File: config.mk
export PLATFORM = sky130hd
export DESIGN_NAME = bbpt_front
export DESIGN_NICKNAME = d
export VERILOG_FILES = /design/src/sv/bbpt_pkg.sv /design/src/sv/bbpt_front.sv
export SDC_FILE = /design/constraint.sdc
export NUM_CORES = 1
export LEC_CHECK = 0
export ABC_CLOCK_PERIOD_IN_PS = 22700
export CORE_ASPECT_RATIO = 0.7
export CORE_MARGIN = 2
export CORE_UTILIZATION = 60
export DETAILED_ROUTE_END_ITERATION = 10
export DONT_BUFFER_PORTS = 1
export GPL_TIMING_DRIVEN = 0
export PLACE_DENSITY = 0.76
export SKIP_CTS_REPAIR_TIMING = 1
export SLEW_MARGIN = 20
export SYNTH_ARGS = -nofsm -noshare
export SYNTH_HDL_FRONTEND = slang
export SYNTH_SLANG_ARGS = --single-unit
File: constraint.sdc
create_clock -name clk -period 22.7 [get_ports clk]
set_input_delay 2.27 -clock clk [delete_from_list [all_inputs] [get_ports clk]]
set_output_delay 2.27 -clock clk [all_outputs]
set_load 0.02 [all_outputs]
File: src/sv/bbpt_pkg.sv
package bbpt_pkg;

  localparam int FRAC_BITS   = 16;
  localparam int MAX_TESS    = 256;
  localparam int TESS_W      = 9;
  localparam int QUEUE_DEPTH = 2;
  localparam int ACC_W       = 48;
  localparam int PAR_W       = FRAC_BITS + 1;
  localparam int DIVD_W      = 46;
  localparam int DIVS_W      = 32;
  localparam int QUOT_W      = 17;
  localparam int NORM_ONE    = 16384;
  localparam int DEGEN_EPS   = 4295;

  localparam logic CMD_LOAD = 1'b0;
  localparam logic CMD_CELL = 1'b1;

  typedef struct packed {
    logic               is_cell;
    logic [3:0]         slot;
    logic signed [31:0] x;
    logic signed [31:0] y;
    logic signed [31:0] z;
    logic [7:0]         cu;
    logic [7:0]         cv;
  } req_t;

  typedef struct packed {
    logic              start;
    logic [DIVD_W-1:0] dividend;
    logic [DIVS_W-1:0] divisor;
  } div_req_t;

  typedef struct packed {
    logic              done;
    logic [QUOT_W-1:0] quot;
  } div_rsp_t;

endpackage

File: src/sv/bbpt_front.sv
module bbpt_front import bbpt_pkg::*; #(
  parameter int DEPTH = QUEUE_DEPTH
) (
  input  logic               clk,
  input  logic               rst_n,
  input  logic               in_valid,
  output logic               in_ready,
  input  logic               in_command,
  input  logic [3:0]         in_point_index,
  input  logic signed [31:0] in_coord_x,
  input  logic signed [31:0] in_coord_y,
  input  logic signed [31:0] in_coord_z,
  input  logic [7:0]         in_cell_u,
  input  logic [7:0]         in_cell_v,
  input  logic [TESS_W-1:0]  tess_eff,
  output logic               q_valid,
  output req_t               q_req,
  input  logic               q_pop
);

  localparam int AW = $clog2(DEPTH);
  localparam int CW = $clog2(DEPTH + 1);

  req_t           buf_r [DEPTH];
  logic [AW-1:0]  wr_ptr_r, rd_ptr_r;
  logic [CW-1:0]  cnt_r;
  logic           accept, in_range, push;
  req_t           req_in;

  assign in_ready = (cnt_r != CW'(DEPTH));
  assign accept   = in_valid && in_ready;
  assign in_range = ({1'b0, in_cell_u} < tess_eff) && ({1'b0, in_cell_v} < tess_eff);
  // out-of-range cells are taken and dropped here
  assign push     = accept && ((in_command == CMD_LOAD) || in_range);
  assign q_valid  = (cnt_r != '0);
  assign q_req    = buf_r[rd_ptr_r];

  always_comb begin
    req_in.is_cell = (in_command == CMD_CELL);
    req_in.slot    = in_point_index;
    req_in.x       = in_coord_x;
    req_in.y       = in_coord_y;
    req_in.z       = in_coord_z;
    req_in.cu      = in_cell_u;
    req_in.cv      = in_cell_v;
  end

  always_ff @(posedge clk) begin
    if (!rst_n) begin
      wr_ptr_r <= '0;
      rd_ptr_r <= '0;
      cnt_r    <= '0;
    end else begin
      if (push) begin
        wr_ptr_r <= (wr_ptr_r == AW'(DEPTH - 1)) ? '0 : wr_ptr_r + 1'b1;
      end
      if (q_pop) begin
        rd_ptr_r <= (rd_ptr_r == AW'(DEPTH - 1)) ? '0 : rd_ptr_r + 1'b1;
      end
      cnt_r <= cnt_r + CW'(push) - CW'(q_pop);
    end
  end

  always_ff @(posedge clk) begin
    if (push) begin
      buf_r[wr_ptr_r] <= req_in;
    end
  end

endmodule

==> impl_metrics.ini, run 1 <==
[clock_tree]
cts_made_buffers = 22
clock_latency_ns = 0.49
clkTransAtPathRegs_ns = 0.06
tritoncts = built
max-clock-path-buffers = 3
clkSinkCount = 239
cts_htree_levels = 1
cts-root-buf = sky130_fd_sc_hd__clkbuf_16

[floorplanning]
floorplan.core_area_um2 = 14700
floorplan.die.height_um = 107
die_outline_area_um2 = 16000
boundaryPins = 249
chipWidth_um = 150
initial_utilization = 0.614
rows = 37

[pwr]
p_leak_nw = 3.45
totalPowerFinal_mw = 1.11
ir_worst_vdd_uv = 68.1
pwr_cell_area_nw_per_um2 = 109

[critical_path]
regToRegSetupSlack_ns = 20.59
cp-start-kind = flop
timing.critical_path.cells = buf_2 -> buf_2 -> buf_4 -> mux2_2
worstSetupEndpointType = primary output
cp.required_ns = 20.43
cp_slowest_cell = sky130_fd_sc_hd__mux2_2
worst_flop_to_flop_path_endpoint = buf_r[1][26]$_DFFE_PP_
timing.critical_path.fanout_max = 10
worst_r2r_path_depth = 6
slowest_delay_ns = 0.42
critical-path-top-cell-by-count = sky130_fd_sc_hd__buf_2
worst-setup-path-type = flop to primary output
crit_arrival_ns = 2.02
worstReg2RegStart = cnt_r[0]$_SDFF_PN0_

[sta]
timing.final.crit_period_ns = 4.29
max_slew_margin = 0.724
report.final.hold_viol_count = 0
timing_max_transition_violations_final = 0
max_clock_skew_ns = 0.0110
post-route-worst-setup-slack_ns = 18.41
final_cycle_utilization_of_the_critical_path = 0.189
tightest_slew_ns = 0.414
clock.fmax_ghz = 0.233
report.final.setup_viol = 0
final.setup.tns_ns = 0
rsz0062_at_grt = false

[final_layout]
layout-drive-gt1-share = 0.371
fin_nets = 612
final_core_utilization = 0.699
synthToLayoutAreaGrowth_pct = 13.8
antenna_cells = 0
final-instance-count-excl-fill = 677

[drt]
drt_first_iter_violations = 244
drt_first_pass_iters = 4
avgRoutedWirePerCell_um = 24.2
vias_per_cell = 5.71
via_count = 3865
wirelength_um = 16400
drc = 0
drt.antenna.violating_nets = 0

[synthesis]
synth_nets = 578
post_synth_main_area_contributors = sky130_fd_sc_hd__edfxtp_1 (78%), sky130_fd_sc_hd__mux2_2 (15%), sky130_fd_sc_hd__ha_1 (2.2%), sky130_fd_sc_hd__dfxtp_1 (1.1%), sky130_fd_sc_hd__buf_2 (0.56%)
mapped_cells = 432
syn_avg_cell_area_um2 = 20.9
fraction_of_post_synthesis_cell_area_in_the_top_cell_type_by_area = 0.780
post_synth_instance_area_um2 = 9010
synth_area_leader_cell = sky130_fd_sc_hd__edfxtp_1
synth-seq-area-share = 0.791
synthDistinctLibCells = 27
synth.yosys.warnings = 0
yosys_register_bits = 239

[place]
pre_cts_ws_ns = 18.21
io_buffers = 0
placer_s_final_routability_congestion_estimate = 0.712
detailedPlacementHpwl_um = 11500
placed_cells_incl_taps = 637

[global_routing]
number_of_antenna_violations_at_the_first_check_in_global_routing = 0
grt_first_pass_wirelength_um = 23900
globalRoute.totalOverflow = 0
pin_count_of_the_biggest_net_entering_global_routing = 27
number_of_global_route_vias_before_repair = 4090
groute.usage.overall = 0.200

[hold_path]
hp-start = wr_ptr_r$_SDFFE_PN0P_
timing.hold.worst_endpoint = wr_ptr_r$_SDFFE_PN0P_
hold_path_depth = 2
timing.hold.worst.class = flop to flop

[flow_run]
max_cap_viol_count = 0

[outcome]
result_of_the_run = finished clean
==> worst max-delay path, delay by kind of cell, from the launching register on <==
| family | cells | cell delay, ns |
|---|---|---|
| mux | 1 | 0.42 |
| buf+inv | 3 | 0.78 |
| flops | 1 | 0.30 |
==> kinds of logic after synthesis <==
family                     Yosys count  synth area share
adders and majority gates           16            0.0222
buffers and inverters               24            0.0126
AOI/OAI and AO/OA                   12           0.00986
DFF                                239             0.791
xor gates and xnor gates             3           0.00292
and+or+nand+nor                     20            0.0139
muxes                              118             0.147
==> cells in the final DEF, fill, tap and decap left out, types with 4 or more instances in the layout <==
| cell | n |
|---|---|
| sky130_fd_sc_hd__buf_2 | 10 |
| sky130_fd_sc_hd__clkinv_2 | 4 |
| sky130_fd_sc_hd__buf_16 | 7 |
| sky130_fd_sc_hd__clkbuf_1 | 5 |
| sky130_fd_sc_hd__clkbuf_16 | 23 |
| sky130_fd_sc_hd__mux2_2 | 117 |
| sky130_fd_sc_hd__dfxtp_1 | 5 |
| sky130_fd_sc_hd__edfxtp_1 | 234 |
| sky130_fd_sc_hd__inv_1 | 11 |
| sky130_fd_sc_hd__a21oi_1 | 4 |
| sky130_fd_sc_hd__and2_1 | 4 |
| sky130_fd_sc_hd__ha_1 | 16 |
==> through the flow <==
stage	hold WS [ns]	instance area, µm²
floorplan	0.451	9010
global placement	0.458	9250
detailed placement	0.512	9520
CTS	0.521	10300
global route	0.564	10300
finish	0.513	10300
==> state kept, by name (all words and copies together) (netlist names), named ones only <==
name and flops:
buf_r 234, cnt_r 2, rd_ptr_r 1, wr_ptr_r 1
==> cell type report <==
| cell class | count | area (µm²) |
|---|---|---|
| inverters | 11 | 41.3 |
| fillers | 901 | 4420 |
| plain buffers | 13 | 72.6 |
| well taps | 195 | 244 |
| flip-flops and latches | 239 | 7130 |
| clock buffers | 28 | 594 |
| multi-input cells | 169 | 1780 |
| repair buffers | 10 | 253 |
| clock inverters | 12 | 136 |
==> layer usage <==
metal | global-route usage | routed length [µm] | part of all wire
met1 | 0.240 | 5880 | 0.36
met2 | 0.332 | 8130 | 0.50
met3 | 0.0910 | 2050 | 0.13
met4 | 0.0512 | 300 | 0.018
met5 | 0 | 0 | 0
==> power by group <==
part	switching (mW)	total, mW	internal [mW]	leakage, nW
clock	0.146	0.366	0.220	0.352
sequential	0.0132	0.565	0.551	2.21
combinational	0.121	0.183	0.0617	0.889
==> how the worst max path moves through the flow <==
stage | slack [ns] | endpoint | depth (start not counted)
finish | 18.41 | q_req[114] | 4
global placement | 11.70 | buf_r[1][85]$_DFFE_PP_ | 8
CTS | 18.34 | q_req[109] | 4
detailed placement | 18.21 | buf_r[1][11]$_DFFE_PP_ | 9
floorplan | 14.02 | buf_r[0][0]$_DFFE_PP_ | 7
global route | 18.29 | q_req[109] | 4
==> synth_stat cells <==
cell type and count:
sky130_fd_sc_hd__a21o_1 1, sky130_fd_sc_hd__nor2b_1 1, sky130_fd_sc_hd__o22ai_1 1, sky130_fd_sc_hd__and3_1 2, sky130_fd_sc_hd__a21oi_1 4, sky130_fd_sc_hd__mux2i_1 1
sky130_fd_sc_hd__o2111ai_2 1, sky130_fd_sc_hd__o31ai_2 1, sky130_fd_sc_hd__and2_1 4, sky130_fd_sc_hd__edfxtp_1 234, sky130_fd_sc_hd__xor2_1 1, sky130_fd_sc_hd__nand2b_1 3
sky130_fd_sc_hd__nor2_1 3, sky130_fd_sc_hd__xnor2_1 2, sky130_fd_sc_hd__ha_1 16, sky130_fd_sc_hd__dfxtp_1 5, sky130_fd_sc_hd__nand3_1 2, sky130_fd_sc_hd__nand4b_4 1
sky130_fd_sc_hd__buf_4 3, sky130_fd_sc_hd__o21ai_0 2, sky130_fd_sc_hd__o21ai_1 1, sky130_fd_sc_hd__buf_2 10, sky130_fd_sc_hd__or2_2 1, sky130_fd_sc_hd__a211oi_2 1
sky130_fd_sc_hd__mux2_2 117, sky130_fd_sc_hd__inv_1 11, sky130_fd_sc_hd__nand2_1 3
Note: power is estimated with default switching activity, not from simulation.
==> run 2, diff against run 1 <==
Settings changed: ABC_CLOCK_PERIOD_IN_PS 22700 to 4360.
Clock period 22.7 ns to 4.36 ns, I/O delays scaled along.
==> impl_metrics.ini, run 2 (synthesized netlist as in run 1, its figures left out) <==
[clock_tree]
cts_made_buffers = 23
clock_latency_ns = 0.49
tritoncts = built
clkSinkCount = 239
cts_htree_levels = 1
clkTransAtPathRegs_ns = 0.06
cts-root-buf = sky130_fd_sc_hd__clkbuf_16
max-clock-path-buffers = 3

[global_routing]
number_of_antenna_violations_at_the_first_check_in_global_routing = 0
groute.usage.overall = 0.192
number_of_global_route_vias_before_repair = 4097
grt_first_pass_wirelength_um = 23100
globalRoute.totalOverflow = 0
pin_count_of_the_biggest_net_entering_global_routing = 28

[outcome]
result_of_the_run = finished clean

[final_layout]
reg_top3 = buf_r (234), cnt_r (2)
fin_nets = 612
layout-drive-gt1-share = 0.361
layout_commonest_cell = sky130_fd_sc_hd__edfxtp_1
synthToLayoutAreaGrowth_pct = 12.8
largest_register = buf_r
antenna_cells = 0
layout_common_cells = sky130_fd_sc_hd__edfxtp_1 (234), sky130_fd_sc_hd__mux2_2 (117), sky130_fd_sc_hd__clkbuf_16 (23)
finalInstanceArea_um2 = 10200
fillers = 925
largest_reg_flops = 234

[place]
io_buffers = 0
detailedPlacementHpwl_um = 11200
dpl_cell_area_um2 = 9470
pre_cts_ws_ns = 1.42
placer_s_final_routability_congestion_estimate = 0.795

[drt]
drt_first_pass_iters = 4
drt_first_iter_violations = 206
vias_per_cell = 5.76
via_count = 3900
drc = 0
avgRoutedWirePerCell_um = 23.1
wirelength_um = 15600
drt.antenna.violating_nets = 0

[sta]
report.final.hold_viol_count = 0
post-route-worst-setup-slack_ns = 1.93
report.final.setup_viol = 0
max_clock_skew_ns = 0.0129
tightest_slew_ns = 0.710
final.setup.tns_ns = 0
max_slew_margin = 0.525
finalHoldWorstSlack_ns = 0.0360
final_cycle_utilization_of_the_critical_path = 0.556
rsz0062_at_grt = false
timing_max_transition_violations_final = 0
clock.fmax_ghz = 0.412
timing.final.crit_period_ns = 2.43

[critical_path]
cp-start-kind = input port
worst-setup-path-type = input port to flop
cp.required_ns = 4.54
timing.critical_path.fanout_max = 26
worstSetupEndpointType = flop
crit_arrival_ns = 2.61

[pwr]
pwr_cell_area_nw_per_um2 = 556
p_leak_nw = 3.42
ir_worst_vdd_uv = 343

[floorplanning]
rows = 37
initial_utilization = 0.614
chipWidth_um = 150
floorplan.die.height_um = 107
die_outline_area_um2 = 16000
floorplan.core_area_um2 = 14700
boundaryPins = 249

[flow_run]
max_cap_viol_count = 0

[hold_path]
timing.hold.worst.class = input port to flop
[run 2: worst max-delay path, cell delays in order]
cell	delay, ns
sky130_fd_sc_hd__inv_1	0.05
sky130_fd_sc_hd__ha_1	0.29
sky130_fd_sc_hd__a21oi_1	0.14
sky130_fd_sc_hd__o22ai_1	0.12
sky130_fd_sc_hd__o31ai_2	0.27
sky130_fd_sc_hd__nand4b_4	0.21
sky130_fd_sc_hd__nor2_4	0.59
sky130_fd_sc_hd__buf_12	0.28
sky130_fd_sc_hd__buf_16	0.20
[run 2: metrics by stage]
stage	power, mW	util	instances
after floorplan	3.70	-	432
after global placement	3.85	0.631	627
after detailed placement	3.92	0.645	636
after CTS	5.72	0.693	677
after global routing	5.86	0.693	677
final	5.66	0.693	677
[run 2: final cells by class]
| class | instances | area [µm²] | share of cell area |
|---|---|---|---|
| Timing Repair Buffer | 9 | 205 | 0.0202 |
| Inverter | 11 | 41.3 | 0.00406 |
| Buffer | 13 | 72.6 | 0.00714 |
| Sequential cell | 239 | 7130 | 0.701 |
| Clock inverter | 10 | 66.3 | 0.00652 |
| Multi-Input combinational cell | 169 | 1780 | 0.175 |
| Tap cell | 195 | 244 | 0.0240 |
| Clock buffer | 31 | 626 | 0.0615 |
[run 2: worst paths after layout]
check | slack [ns] | end | depth (start not counted) | startpoint
worst max-delay path | 1.93 | buf_r[0][92]$_DFFE_PP_ | 9 | tess_eff[6]
worst min-delay path | 0.04 | buf_r[1][9]$_DFFE_PP_ | 0 | in_cell_u[1]
worst max register to register | 1.97 | buf_r[0][92]$_DFFE_PP_ | 6 | cnt_r[0]$_SDFF_PN0_
worst min register to register | 0.54 | wr_ptr_r$_SDFFE_PN0P_ | 2 | wr_ptr_r$_SDFFE_PN0P_
[run 2: routing by layer]
layer | GRT usage | wire length [µm] | share of wire | up-vias
met3 | 0.0918 | 2000 | 0.13 | 23
met2 | 0.318 | 7680 | 0.49 | 173
met1 | 0.228 | 5650 | 0.36 | 1935
met4 | 0.0451 | 297 | 0.019 | 0
met5 | 0 | 0 | 0 | -
li1 | - | - | - | 1769
[run 2: report_power, final]
part	leakage (nW)	internal, mW	total (mW)	switching [mW]
Sequential	2.21	2.87	2.94	0.0642
Clock	0.338	1.06	1.80	0.743
Combinational	0.869	0.302	0.920	0.619
Total	3.42	4.23	5.66	1.43
